==> config.mk <==
export PLATFORM = sky130hd
export DESIGN_NAME = multitouch_slot_event_translator_top
export DESIGN_NICKNAME = d
export VERILOG_FILES = /design/src/design/mtse_pkg.sv /design/src/design/mtse_front.sv /design/src/design/mtse_fifo.sv /design/src/design/mtse_back.sv /design/src/design/multitouch_slot_event_translator_top.sv
export SDC_FILE = /design/constraint.sdc
export NUM_CORES = 2
export LEC_CHECK = 0
export BUFFER_PORTS_ARGS = -buffer_cell sky130_fd_sc_hd__buf_2
export CAP_MARGIN = 20
export CORE_MARGIN = 5
export CORE_UTILIZATION = 60
export DETAILED_ROUTE_END_ITERATION = 12
export PLACE_DENSITY = 0.75
export SLEW_MARGIN = 30
export SYNTH_ARGS = -nofsm -noshare
export SYNTH_HDL_FRONTEND = slang
export SYNTH_SLANG_ARGS = --single-unit
==> constraint.sdc <==
create_clock -name clk -period 8.9 [get_ports clk]
set_input_delay 0.89 -clock clk [delete_from_list [all_inputs] [get_ports clk]]
set_output_delay 0.89 -clock clk [all_outputs]
set_load 0.02 [all_outputs]
==> src/design/mtse_pkg.sv <==
// Shared types and codes for the multitouch slot event translator.
// No dependencies.
`timescale 1ns / 1ps
package mtse_pkg;
	localparam int SLOT_COUNT_DEF = 16;

	localparam logic [3:0] OP_SLOT  = 4'd0;
	localparam logic [3:0] OP_TRKID = 4'd1;
	localparam logic [3:0] OP_X     = 4'd2;
	localparam logic [3:0] OP_Y     = 4'd3;
	localparam logic [3:0] OP_SHAPE = 4'd4;
	localparam logic [3:0] OP_SYNC  = 4'd5;
	localparam logic [3:0] OP_POS   = 4'd7;

	localparam logic [1:0] KIND_UP   = 2'd0;
	localparam logic [1:0] KIND_DOWN = 2'd1;
	localparam logic [1:0] KIND_MOVE = 2'd2;
	localparam logic [1:0] KIND_ERR  = 2'd3;

	localparam logic [2:0] REG_WIDTH  = 3'd0;
	localparam logic [2:0] REG_HEIGHT = 3'd1;
	localparam logic [2:0] REG_MAXX   = 3'd2;
	localparam logic [2:0] REG_MAXY   = 3'd3;
	localparam logic [2:0] REG_INVY   = 3'd4;

	// item passed from the front (decode/scale) to the back (slot table)
	typedef struct packed {
		logic [3:0]  opcode;
		logic [16:0] value;
		logic [11:0] coord;   // scaled and finished coordinate for X/Y
	} cmd_t;
endpackage

==> src/design/mtse_front.sv <==
// Front part: accepts items, clamps and scales X/Y with a serial divider.
// Depends on mtse_pkg.
`timescale 1ns / 1ps
module mtse_front (
	input  logic               clk,
	input  logic               arst_n,
	input  logic               in_valid,
	output logic               in_ready,
	input  logic [3:0]         in_opcode,
	input  logic [16:0]        in_value,
	input  logic [11:0]        disp_width,
	input  logic [11:0]        disp_height,
	input  logic [15:0]        raw_max_x,
	input  logic [15:0]        raw_max_y,
	input  logic               invert_y,
	output logic               cmd_valid,
	input  logic               cmd_ready,
	output mtse_pkg::cmd_t     cmd
);
	import mtse_pkg::*;

	typedef enum logic [2:0] {
		F_IDLE = 3'b001,
		F_MUL  = 3'b010,
		F_DIV  = 3'b100
	} fstate_t;

	fstate_t     state_q;
	logic [3:0]  op_q;
	logic [16:0] val_q;
	logic [27:0] num_q;      // raw*size, then quotient bits shifted in
	logic [15:0] div_q;
	logic [15:0] rem_q;
	logic [4:0]  cnt_q;
	logic        done_q;
	logic [15:0] raw_c, max_c;
	logic [11:0] size_c;
	logic [16:0] trial;
	logic [11:0] q12, fin;
	logic        is_coord;

	assign is_coord = (in_opcode == OP_X) || (in_opcode == OP_Y);
	assign max_c  = (in_opcode == OP_X) ? raw_max_x : raw_max_y;
	assign size_c = (in_opcode == OP_X) ? disp_width : disp_height;
	always_comb begin
		if (in_value[16]) raw_c = '0;
		else if (in_value[15:0] > max_c) raw_c = max_c;
		else raw_c = in_value[15:0];
	end

	assign in_ready = (state_q == F_IDLE) && !done_q;
	// remainder stays below the divisor, so bit 16 of trial is the borrow
	assign trial = {rem_q, num_q[27]} - {1'b0, div_q};
	assign q12 = num_q[11:0];
	always_comb begin
		if (op_q == OP_X) fin = disp_width - q12;
		else if (invert_y) fin = disp_height - q12;
		else fin = q12;
	end

	always_ff @(posedge clk or negedge arst_n) begin
		if (!arst_n) begin
			state_q <= F_IDLE;
			done_q  <= 1'b0;
			cnt_q   <= '0;
		end else begin
			case (state_q)
				F_IDLE: begin
					if (done_q) begin
						if (cmd_ready) done_q <= 1'b0;
					end else if (in_valid) begin
						op_q  <= in_opcode;
						val_q <= is_coord ? {5'd0, size_c} : in_value;
						if (is_coord) begin
							num_q   <= {12'd0, raw_c};
							div_q   <= (max_c == 16'd0) ? 16'd1 : max_c;
							rem_q   <= '0;
							cnt_q   <= 5'd28;
							state_q <= F_MUL;
						end else begin
							done_q <= 1'b1;
						end
					end
				end
				F_MUL: begin
					// single 16x12 product, registered before the divider
					num_q   <= 28'(num_q[15:0] * val_q[11:0]);
					state_q <= F_DIV;
				end
				F_DIV: begin
					if (!trial[16]) begin
						rem_q <= trial[15:0];
						num_q <= {num_q[26:0], 1'b1};
					end else begin
						rem_q <= {rem_q[14:0], num_q[27]};
						num_q <= {num_q[26:0], 1'b0};
					end
					cnt_q <= cnt_q - 5'd1;
					if (cnt_q == 5'd1) begin
						state_q <= F_IDLE;
						done_q  <= 1'b1;
					end
				end
				default: state_q <= F_IDLE;
			endcase
		end
	end

	assign cmd_valid = done_q;
	assign cmd.opcode = op_q;
	assign cmd.value  = val_q;
	assign cmd.coord  = fin;
endmodule

==> src/design/mtse_fifo.sv <==
// Short queue between front and back parts.
// Depends on mtse_pkg.
`timescale 1ns / 1ps
module mtse_fifo (
	input  logic           clk,
	input  logic           arst_n,
	input  logic           wr_valid,
	output logic           wr_ready,
	input  mtse_pkg::cmd_t wr_data,
	output logic           rd_valid,
	input  logic           rd_ready,
	output mtse_pkg::cmd_t rd_data
);
	import mtse_pkg::*;

	cmd_t       mem_q [2];
	logic       wp_q, rp_q;
	logic [1:0] cnt_q;
	logic       wr, rd;

	assign wr_ready = cnt_q != 2'd2;
	assign rd_valid = cnt_q != 2'd0;
	assign wr = wr_valid && wr_ready;
	assign rd = rd_valid && rd_ready;
	assign rd_data = mem_q[rp_q];

	always_ff @(posedge clk) if (wr) mem_q[wp_q] <= wr_data;

	always_ff @(posedge clk or negedge arst_n) begin
		if (!arst_n) begin
			wp_q <= 1'b0;
			rp_q <= 1'b0;
			cnt_q <= '0;
		end else begin
			if (wr) wp_q <= ~wp_q;
			if (rd) rp_q <= ~rp_q;
			cnt_q <= cnt_q + {1'b0, wr} - {1'b0, rd};
		end
	end

	assert property (@(posedge clk) disable iff (!arst_n) cnt_q <= 2'd2)
		else $error("queue count overflow");
	assert property (@(posedge clk) disable iff (!arst_n)
		(cnt_q == 2'd0) |-> (wp_q == rp_q))
		else $error("queue pointers disagree when empty");
	assert property (@(posedge clk) disable iff (!arst_n)
		(cnt_q == 2'd2) |-> (wp_q == rp_q))
		else $error("queue pointers disagree when full");
endmodule

==> src/design/mtse_back.sv <==
// Back part: slot table and event generation, zero, one or two results per item.
// Depends on mtse_pkg.
`timescale 1ns / 1ps
module mtse_back #(
	parameter int SLOT_COUNT = mtse_pkg::SLOT_COUNT_DEF
) (
	input  logic           clk,
	input  logic           arst_n,
	input  logic           cmd_valid,
	output logic           cmd_ready,
	input  mtse_pkg::cmd_t cmd,
	output logic           out_valid,
	input  logic           out_ready,
	output logic [1:0]     out_kind,
	output logic [11:0]    out_x,
	output logic [11:0]    out_y,
	output logic           out_last
);
	import mtse_pkg::*;
	localparam int SW = (SLOT_COUNT > 1) ? $clog2(SLOT_COUNT) : 1;

	logic [SW-1:0]   cur_q, fp_q;
	logic            fpv_q;
	logic [11:0]     sx_q [SLOT_COUNT];
	logic [11:0]     sy_q [SLOT_COUNT];
	logic [SLOT_COUNT-1:0] rel_q, idc_q, pc_q;

	// two-entry result buffer: slot 0 shows, slot 1 waits
	logic [1:0]  ov_q;
	logic [26:0] ob_q [2];   // {kind,x,y,last}

	logic        take, rel_c, move_c;
	logic [SW-1:0] cs;

	assign cs = cur_q;
	assign cmd_ready = (ov_q == 2'b00);
	assign take = cmd_valid && cmd_ready;
	assign rel_c = (cmd.value == 17'h1FFFF);
	assign move_c = fpv_q && pc_q[fp_q];

	assign out_valid = ov_q[0];
	assign {out_kind, out_x, out_y, out_last} = ob_q[0];

	always_ff @(posedge clk or negedge arst_n) begin
		if (!arst_n) begin
			cur_q <= '0;
			fp_q  <= '0;
			fpv_q <= 1'b0;
			rel_q <= '0;
			idc_q <= '0;
			pc_q  <= '0;
			ov_q  <= '0;
			for (int i = 0; i < SLOT_COUNT; i++) begin
				sx_q[i] <= '0;
				sy_q[i] <= '0;
			end
		end else if (take) begin
			case (cmd.opcode)
				OP_SLOT: begin
					if (!cmd.value[16] && cmd.value < 17'(SLOT_COUNT))
						cur_q <= SW'(cmd.value);
				end
				OP_TRKID: begin
					rel_q[cs] <= rel_c;
					idc_q[cs] <= 1'b1;
					if (!fpv_q && !rel_c) begin
						fpv_q <= 1'b1;
						fp_q  <= cs;
					end else if (fpv_q && fp_q != cs && rel_c) begin
						fpv_q <= 1'b0;
					end
				end
				OP_X: begin
					if (sx_q[cs] != cmd.coord) begin
						sx_q[cs] <= cmd.coord;
						pc_q[cs] <= 1'b1;
					end
				end
				OP_Y: begin
					if (sy_q[cs] != cmd.coord) begin
						sy_q[cs] <= cmd.coord;
						pc_q[cs] <= 1'b1;
					end
				end
				OP_SHAPE: ;
				OP_SYNC: begin
					if (!(fpv_q && fp_q != cs) && idc_q[cs]) begin
						idc_q[cs] <= 1'b0;
						if (rel_q[cs]) begin
							fpv_q <= 1'b0;
							ov_q  <= 2'b01;
							ob_q[0] <= {KIND_UP, 24'd0, 1'b1};
						end else begin
							fpv_q <= 1'b1;
							fp_q  <= cs;
							if (move_c) begin
								pc_q[fp_q] <= 1'b0;
								ov_q <= 2'b11;
								ob_q[0] <= {KIND_MOVE, sx_q[fp_q], sy_q[fp_q], 1'b0};
								ob_q[1] <= {KIND_DOWN, 24'd0, 1'b1};
							end else begin
								ov_q <= 2'b01;
								ob_q[0] <= {KIND_DOWN, 24'd0, 1'b1};
							end
						end
					end
				end
				OP_POS: begin
					if (move_c) begin
						pc_q[fp_q] <= 1'b0;
						ov_q <= 2'b01;
						ob_q[0] <= {KIND_MOVE, sx_q[fp_q], sy_q[fp_q], 1'b1};
					end
				end
				default: begin
					ov_q <= 2'b01;
					ob_q[0] <= {KIND_ERR, 24'd0, 1'b1};
				end
			endcase
		end else if (ov_q[0] && out_ready) begin
			ov_q <= {1'b0, ov_q[1]};
			ob_q[0] <= ob_q[1];
		end
	end

	assert property (@(posedge clk) disable iff (!arst_n) ov_q[1] |-> ov_q[0])
		else $error("result buffer hole");
	assert property (@(posedge clk) disable iff (!arst_n)
		(out_valid && !out_ready) |=> out_valid)
		else $error("result dropped while stalled");
	assert property (@(posedge clk) disable iff (!arst_n)
		(ov_q == 2'b11) |-> !out_last)
		else $error("first of two results marked last");
endmodule

==> src/design/multitouch_slot_event_translator_top.sv <==
// Path: an accepted item is registered in the front, passes the queue and is registered in
// the back's result buffer; X/Y items first pass one multiply and a 28-step restoring divider.
// The front takes no new item until it has handed the last one to the queue; the serial divider
// and stalled results can both hold it off. Front and back are joined by a two-entry
// queue. Reset (arst_n low, asynchronous) clears the slot table, registers to defaults, all queues.
// Depends on mtse_pkg, mtse_front, mtse_fifo, mtse_back.
`timescale 1ns / 1ps
module multitouch_slot_event_translator_top #(
	parameter int SLOT_COUNT = mtse_pkg::SLOT_COUNT_DEF
) (
	input  logic        clk,
	input  logic        arst_n,
	input  logic        s_axis_tvalid,
	output logic        s_axis_tready,
	input  logic [23:0] s_axis_tdata,   // [3:0] opcode, [20:4] event_value
	output logic        m_axis_tvalid,
	input  logic        m_axis_tready,
	output logic [31:0] m_axis_tdata,   // [1:0] event_kind, [13:2] pos_x, [25:14] pos_y
	output logic        m_axis_tlast,
	input  logic        cfg_valid,
	output logic        cfg_ready,
	input  logic [2:0]  cfg_index,
	input  logic [15:0] cfg_data
);
	import mtse_pkg::*;

	logic [11:0] width_q, height_q;
	logic [15:0] maxx_q, maxy_q;
	logic        invy_q;
	logic        f_valid, f_ready, b_valid, b_ready;
	cmd_t        f_cmd, b_cmd;
	logic [1:0]  kind;
	logic [11:0] px, py;

	assign cfg_ready = 1'b1;
	always_ff @(posedge clk or negedge arst_n) begin
		if (!arst_n) begin
			width_q  <= 12'd1024;
			height_q <= 12'd768;
			maxx_q   <= 16'hFFFF;
			maxy_q   <= 16'hFFFF;
			invy_q   <= 1'b0;
		end else if (cfg_valid) begin
			case (cfg_index)
				REG_WIDTH:  width_q  <= cfg_data[11:0];
				REG_HEIGHT: height_q <= cfg_data[11:0];
				REG_MAXX:   maxx_q   <= cfg_data;
				REG_MAXY:   maxy_q   <= cfg_data;
				REG_INVY:   invy_q   <= cfg_data[0];
				default: ;
			endcase
		end
	end

	mtse_front u_front (
		.clk(clk), .arst_n(arst_n),
		.in_valid(s_axis_tvalid), .in_ready(s_axis_tready),
		.in_opcode(s_axis_tdata[3:0]), .in_value(s_axis_tdata[20:4]),
		.disp_width(width_q), .disp_height(height_q),
		.raw_max_x(maxx_q), .raw_max_y(maxy_q), .invert_y(invy_q),
		.cmd_valid(f_valid), .cmd_ready(f_ready), .cmd(f_cmd)
	);

	mtse_fifo u_fifo (
		.clk(clk), .arst_n(arst_n),
		.wr_valid(f_valid), .wr_ready(f_ready), .wr_data(f_cmd),
		.rd_valid(b_valid), .rd_ready(b_ready), .rd_data(b_cmd)
	);

	mtse_back #(.SLOT_COUNT(SLOT_COUNT)) u_back (
		.clk(clk), .arst_n(arst_n),
		.cmd_valid(b_valid), .cmd_ready(b_ready), .cmd(b_cmd),
		.out_valid(m_axis_tvalid), .out_ready(m_axis_tready),
		.out_kind(kind), .out_x(px), .out_y(py), .out_last(m_axis_tlast)
	);

	assign m_axis_tdata = {6'd0, py, px, kind};
endmodule
==> out/summary.txt <==
initial antenna violation count = 3
Yosys warning count = 0
Routed Antenna Nets = 0
r2r startpoint = u_front.num_q[5]
total congestion overflow = 0
R2R depth = 20
pre-CTS setup slack = 2.66 ns
Leak = 19.2 nW
initial DRC count = 2701
status = completed
htree depth = 3
min Tclk post-route = 6.33 ns
Setup Skew = 0.0342 ns
fin crit share = 71.1%
metal1 wirelength = 41800 um
largest net degree at the start of global routing = 142
via count of the first global-routing pass = 30100
setup repair bufs after CTS = 0
initial core utilization = 60.8%
cts hold-fix bufs = 0
NumNets Final = 3960
WL final = 107000 um
FF+latch count, synth = 687
slew margin rel. = 31.9%
placer congestion estimate = 0.916
GRT Resource Usage Total = 29.0%
measured slew at the worst slew-check pin = 1.02 ns
Port Buffer Count = 73
clock sinks = 687
crit path buf inv count = 3
Synth Cell Area = 0.0418 mm2
Synth Flop Type = dfrtp_1
Synth top cells by count = dfrtp_1, nand2_1, nor2_1
Largest delay share family, worst path = adder cells
core area = 0.0688 mm2
reg-to-reg endpoint = u_front.num_q[26]
DRC violations left = 0
Gate Count Post-Synth = 3673
hold crit path type = in -> async
Die H = 274 um
max incr delay on CP = 0.84 ns
Max Freq = 0.158 GHz
CP Launch Type = flip-flop
io pins = 84
Synth area leader = dfrtp_1
worst skew pair latency = 0.65 ns
crit path max fanout = 15
CTS tree = built
synth top area cells = dfrtp_1, edfxtp_1, mux4_2, fa_1, mux2_2
hpwl dp = 70700 um
asr flop ratio synth = 74.7%
met2 WL = 50700 um
final setup TNS = 0 ns
Die X = 274 um
worst path required time = 9.28 ns
layout cells sized above 1 = 20.0%
unrepaired setup endpoints after global routing = no
post-route insts no fill = 4641
met3 wire len = 9750 um
first-pass GRT wire length = 170000 um
CP endpoint kind = flip-flop
WS Path Type = reg -> reg
reg2reg setup slack = 2.57 ns
CP arrival = 6.71 ns
CTS resizes = 0
root buf cell = clkbuf_16
PwrDens = 249 mW/mm2
mean routed wirelength per cell = 23.0 um
Via density = 6.29
max-cap violation count = 0
register area share after synthesis = 43.3%
clock buffer count from CTS = 76
crit-path cells = nand2_1, fa_1, fa_1, inv_1, fa_1, fa_1, inv_1, fa_1, inv_1, ha_1, nand3_1, o2111ai_1, a41oi_1, o2111ai_1, nand2_1, o21ai_0, a21o_1, nand2_1, and4_1, a211o_1
Worst path most repeated cell = fa_1
Synth-to-Final Area Change = 8.62%
setup ws final = 2.57 ns
# setup viols final = 0
Final Max Slew Viols = 0
Yosys top cell area share = 28.5%
die area = 0.0751 mm2
CP max stage cell = edfxtp_1
most frequent cell after synthesis = dfrtp_1
Clk pin slew, worst setup/hold paths = 0.06 ns
DR top layer = met5
router iterations before antenna repair = 6
# rows = 96
Final Hold Viols = 0
DR vias = 29200
Syn Area/Cell = 11.4 um2
Cell variety after synth = 84
dpl cells = 4495
Post-synth EDFFs = 174
Max Root-Sink Buffers = 3
worst vdd rail ir drop = 0.196 mV
Min Hold Slack = 0.182 ns
## cell usage in the layout, fill, tap and decap left out, types with 17 or more instances in the layout
| cell type | count |
|---|---|
| a21oi_1 | 258 |
| mux4_2 | 224 |
| buf_2 | 72 |
| clkbuf_16 | 78 |
| xnor2_1 | 86 |
| nand3_1 | 39 |
| nor2b_1 | 44 |
| mux2i_1 | 83 |
| ha_1 | 124 |
| edfxtp_1 | 174 |
| nor2_1 | 302 |
| fa_1 | 143 |
| and2_1 | 88 |
| o21ai_0 | 231 |
| xor2_1 | 28 |
| inv_1 | 242 |
| clkbuf_1 | 24 |
| a31oi_1 | 24 |
| mux2_2 | 164 |
| mux2_4 | 20 |
| buf_4 | 61 |
| nor3_1 | 29 |
| nand4_1 | 19 |
| nand2_1 | 356 |
| dfrtp_1 | 470 |
| a22oi_1 | 17 |
| dfstp_2 | 36 |
| a21o_1 | 17 |
## worst max-delay path by stage
stage,depth (start not counted),to,from,slack [ns]
3_5_place_dp,20,u_front.num_q[26],u_front.num_q[5],2.66
2_1_floorplan,21,u_front.num_q[26],u_front.val_q[3],3.36
4_1_cts,20,u_front.num_q[26],u_front.num_q[5],2.65
6_report,20,u_front.num_q[26],u_front.num_q[5],2.57
3_3_place_gp,20,u_front.num_q[26],u_front.num_q[5],2.73
5_1_grt,20,u_front.num_q[26],u_front.num_q[5],2.39
## through the flow
stage	utilization [%]	total power (W)	cell area [um2]
global placement	62.2	0.00805	42800
CTS	65.9	0.0113	45300
finish	66.0	0.0113	45400
global route	66.0	0.0119	45400
detailed placement	62.3	0.00813	42900
floorplan	-	0.00688	41800
## flip-flops by register name (all words and copies together), names as in the netlist, 12 cells and up, named ones only
signal         flops
width_q           12
u_front.div_q     16
u_front.val_q     17
u_back.sx_q      192
maxy_q            16
u_back.ob_q       27
u_fifo.mem_q      66
u_back.pc_q       16
u_front.rem_q     16
u_back.rel_q      16
height_q          12
u_back.sy_q      192
u_front.num_q     28
maxx_q            16
## worst register-to-register path: stages (launching register included)
cell       delay (ns)
edfxtp_1         0.84
nand2_1          0.19
fa_1             0.54
fa_1             0.40
inv_1            0.10
fa_1             0.45
fa_1             0.55
inv_1            0.05
fa_1             0.48
inv_1            0.04
ha_1             0.35
nand3_1          0.12
o2111ai_1        0.28
a41oi_1          0.32
o2111ai_1        0.28
nand2_1          0.11
o21ai_0          0.33
a21o_1           0.17
nand2_1          0.06
and4_1           0.20
a211o_1          0.22
## layout make-up
class,instances,area [um2]
Antenna cell,1,2.50
Clock buffer,112,2170
Clock inverter,30,300
Fill cell,5102,23400
Inverter,242,908
Multi-Input combinational cell,2494,21700
Sequential cell,687,18100
Tap cell,931,1160
Timing Repair Buffer,144,1010
## kinds of logic (layout without fill, tap and decap cells)
| logic type | Yosys count | count (layout) | share of synthesized area [%] |
|---|---|---|---|
| and+or+nand+nor | 953 | 953 | 10.2 |
| buffers and inverters | 497 | 528 | 5.22 |
| adders and majority gates | 267 | 267 | 10.6 |
| other | 2 | 8 | 0.0180 |
| AOI/OAI and AO/OA | 651 | 651 | 8.86 |
| DFF | 687 | 687 | 43.3 |
| muxes | 501 | 501 | 19.4 |
| xor gates and xnor gates | 115 | 115 | 2.43 |
## metal layers
| layer | global-route usage (%) | up-vias |
|---|---|---|
| li1 | - | 12900 |
| met1 | 38.4 | 14600 |
| met2 | 47.0 | 1373 |
| met3 | 7.08 | 305 |
| met4 | 11.2 | 6 |
| met5 | 0 | - |
## power breakdown
group | leakage, nW | internal (W) | switching (W) | total [W]
logic | 9.47 | 0.00170 | 0.00260 | 0.00429
registers | 8.52 | 0.00363 | 0.000235 | 0.00386
clock network | 1.21 | 0.00180 | 0.00134 | 0.00314
Power figures use the tool's default switching activity.
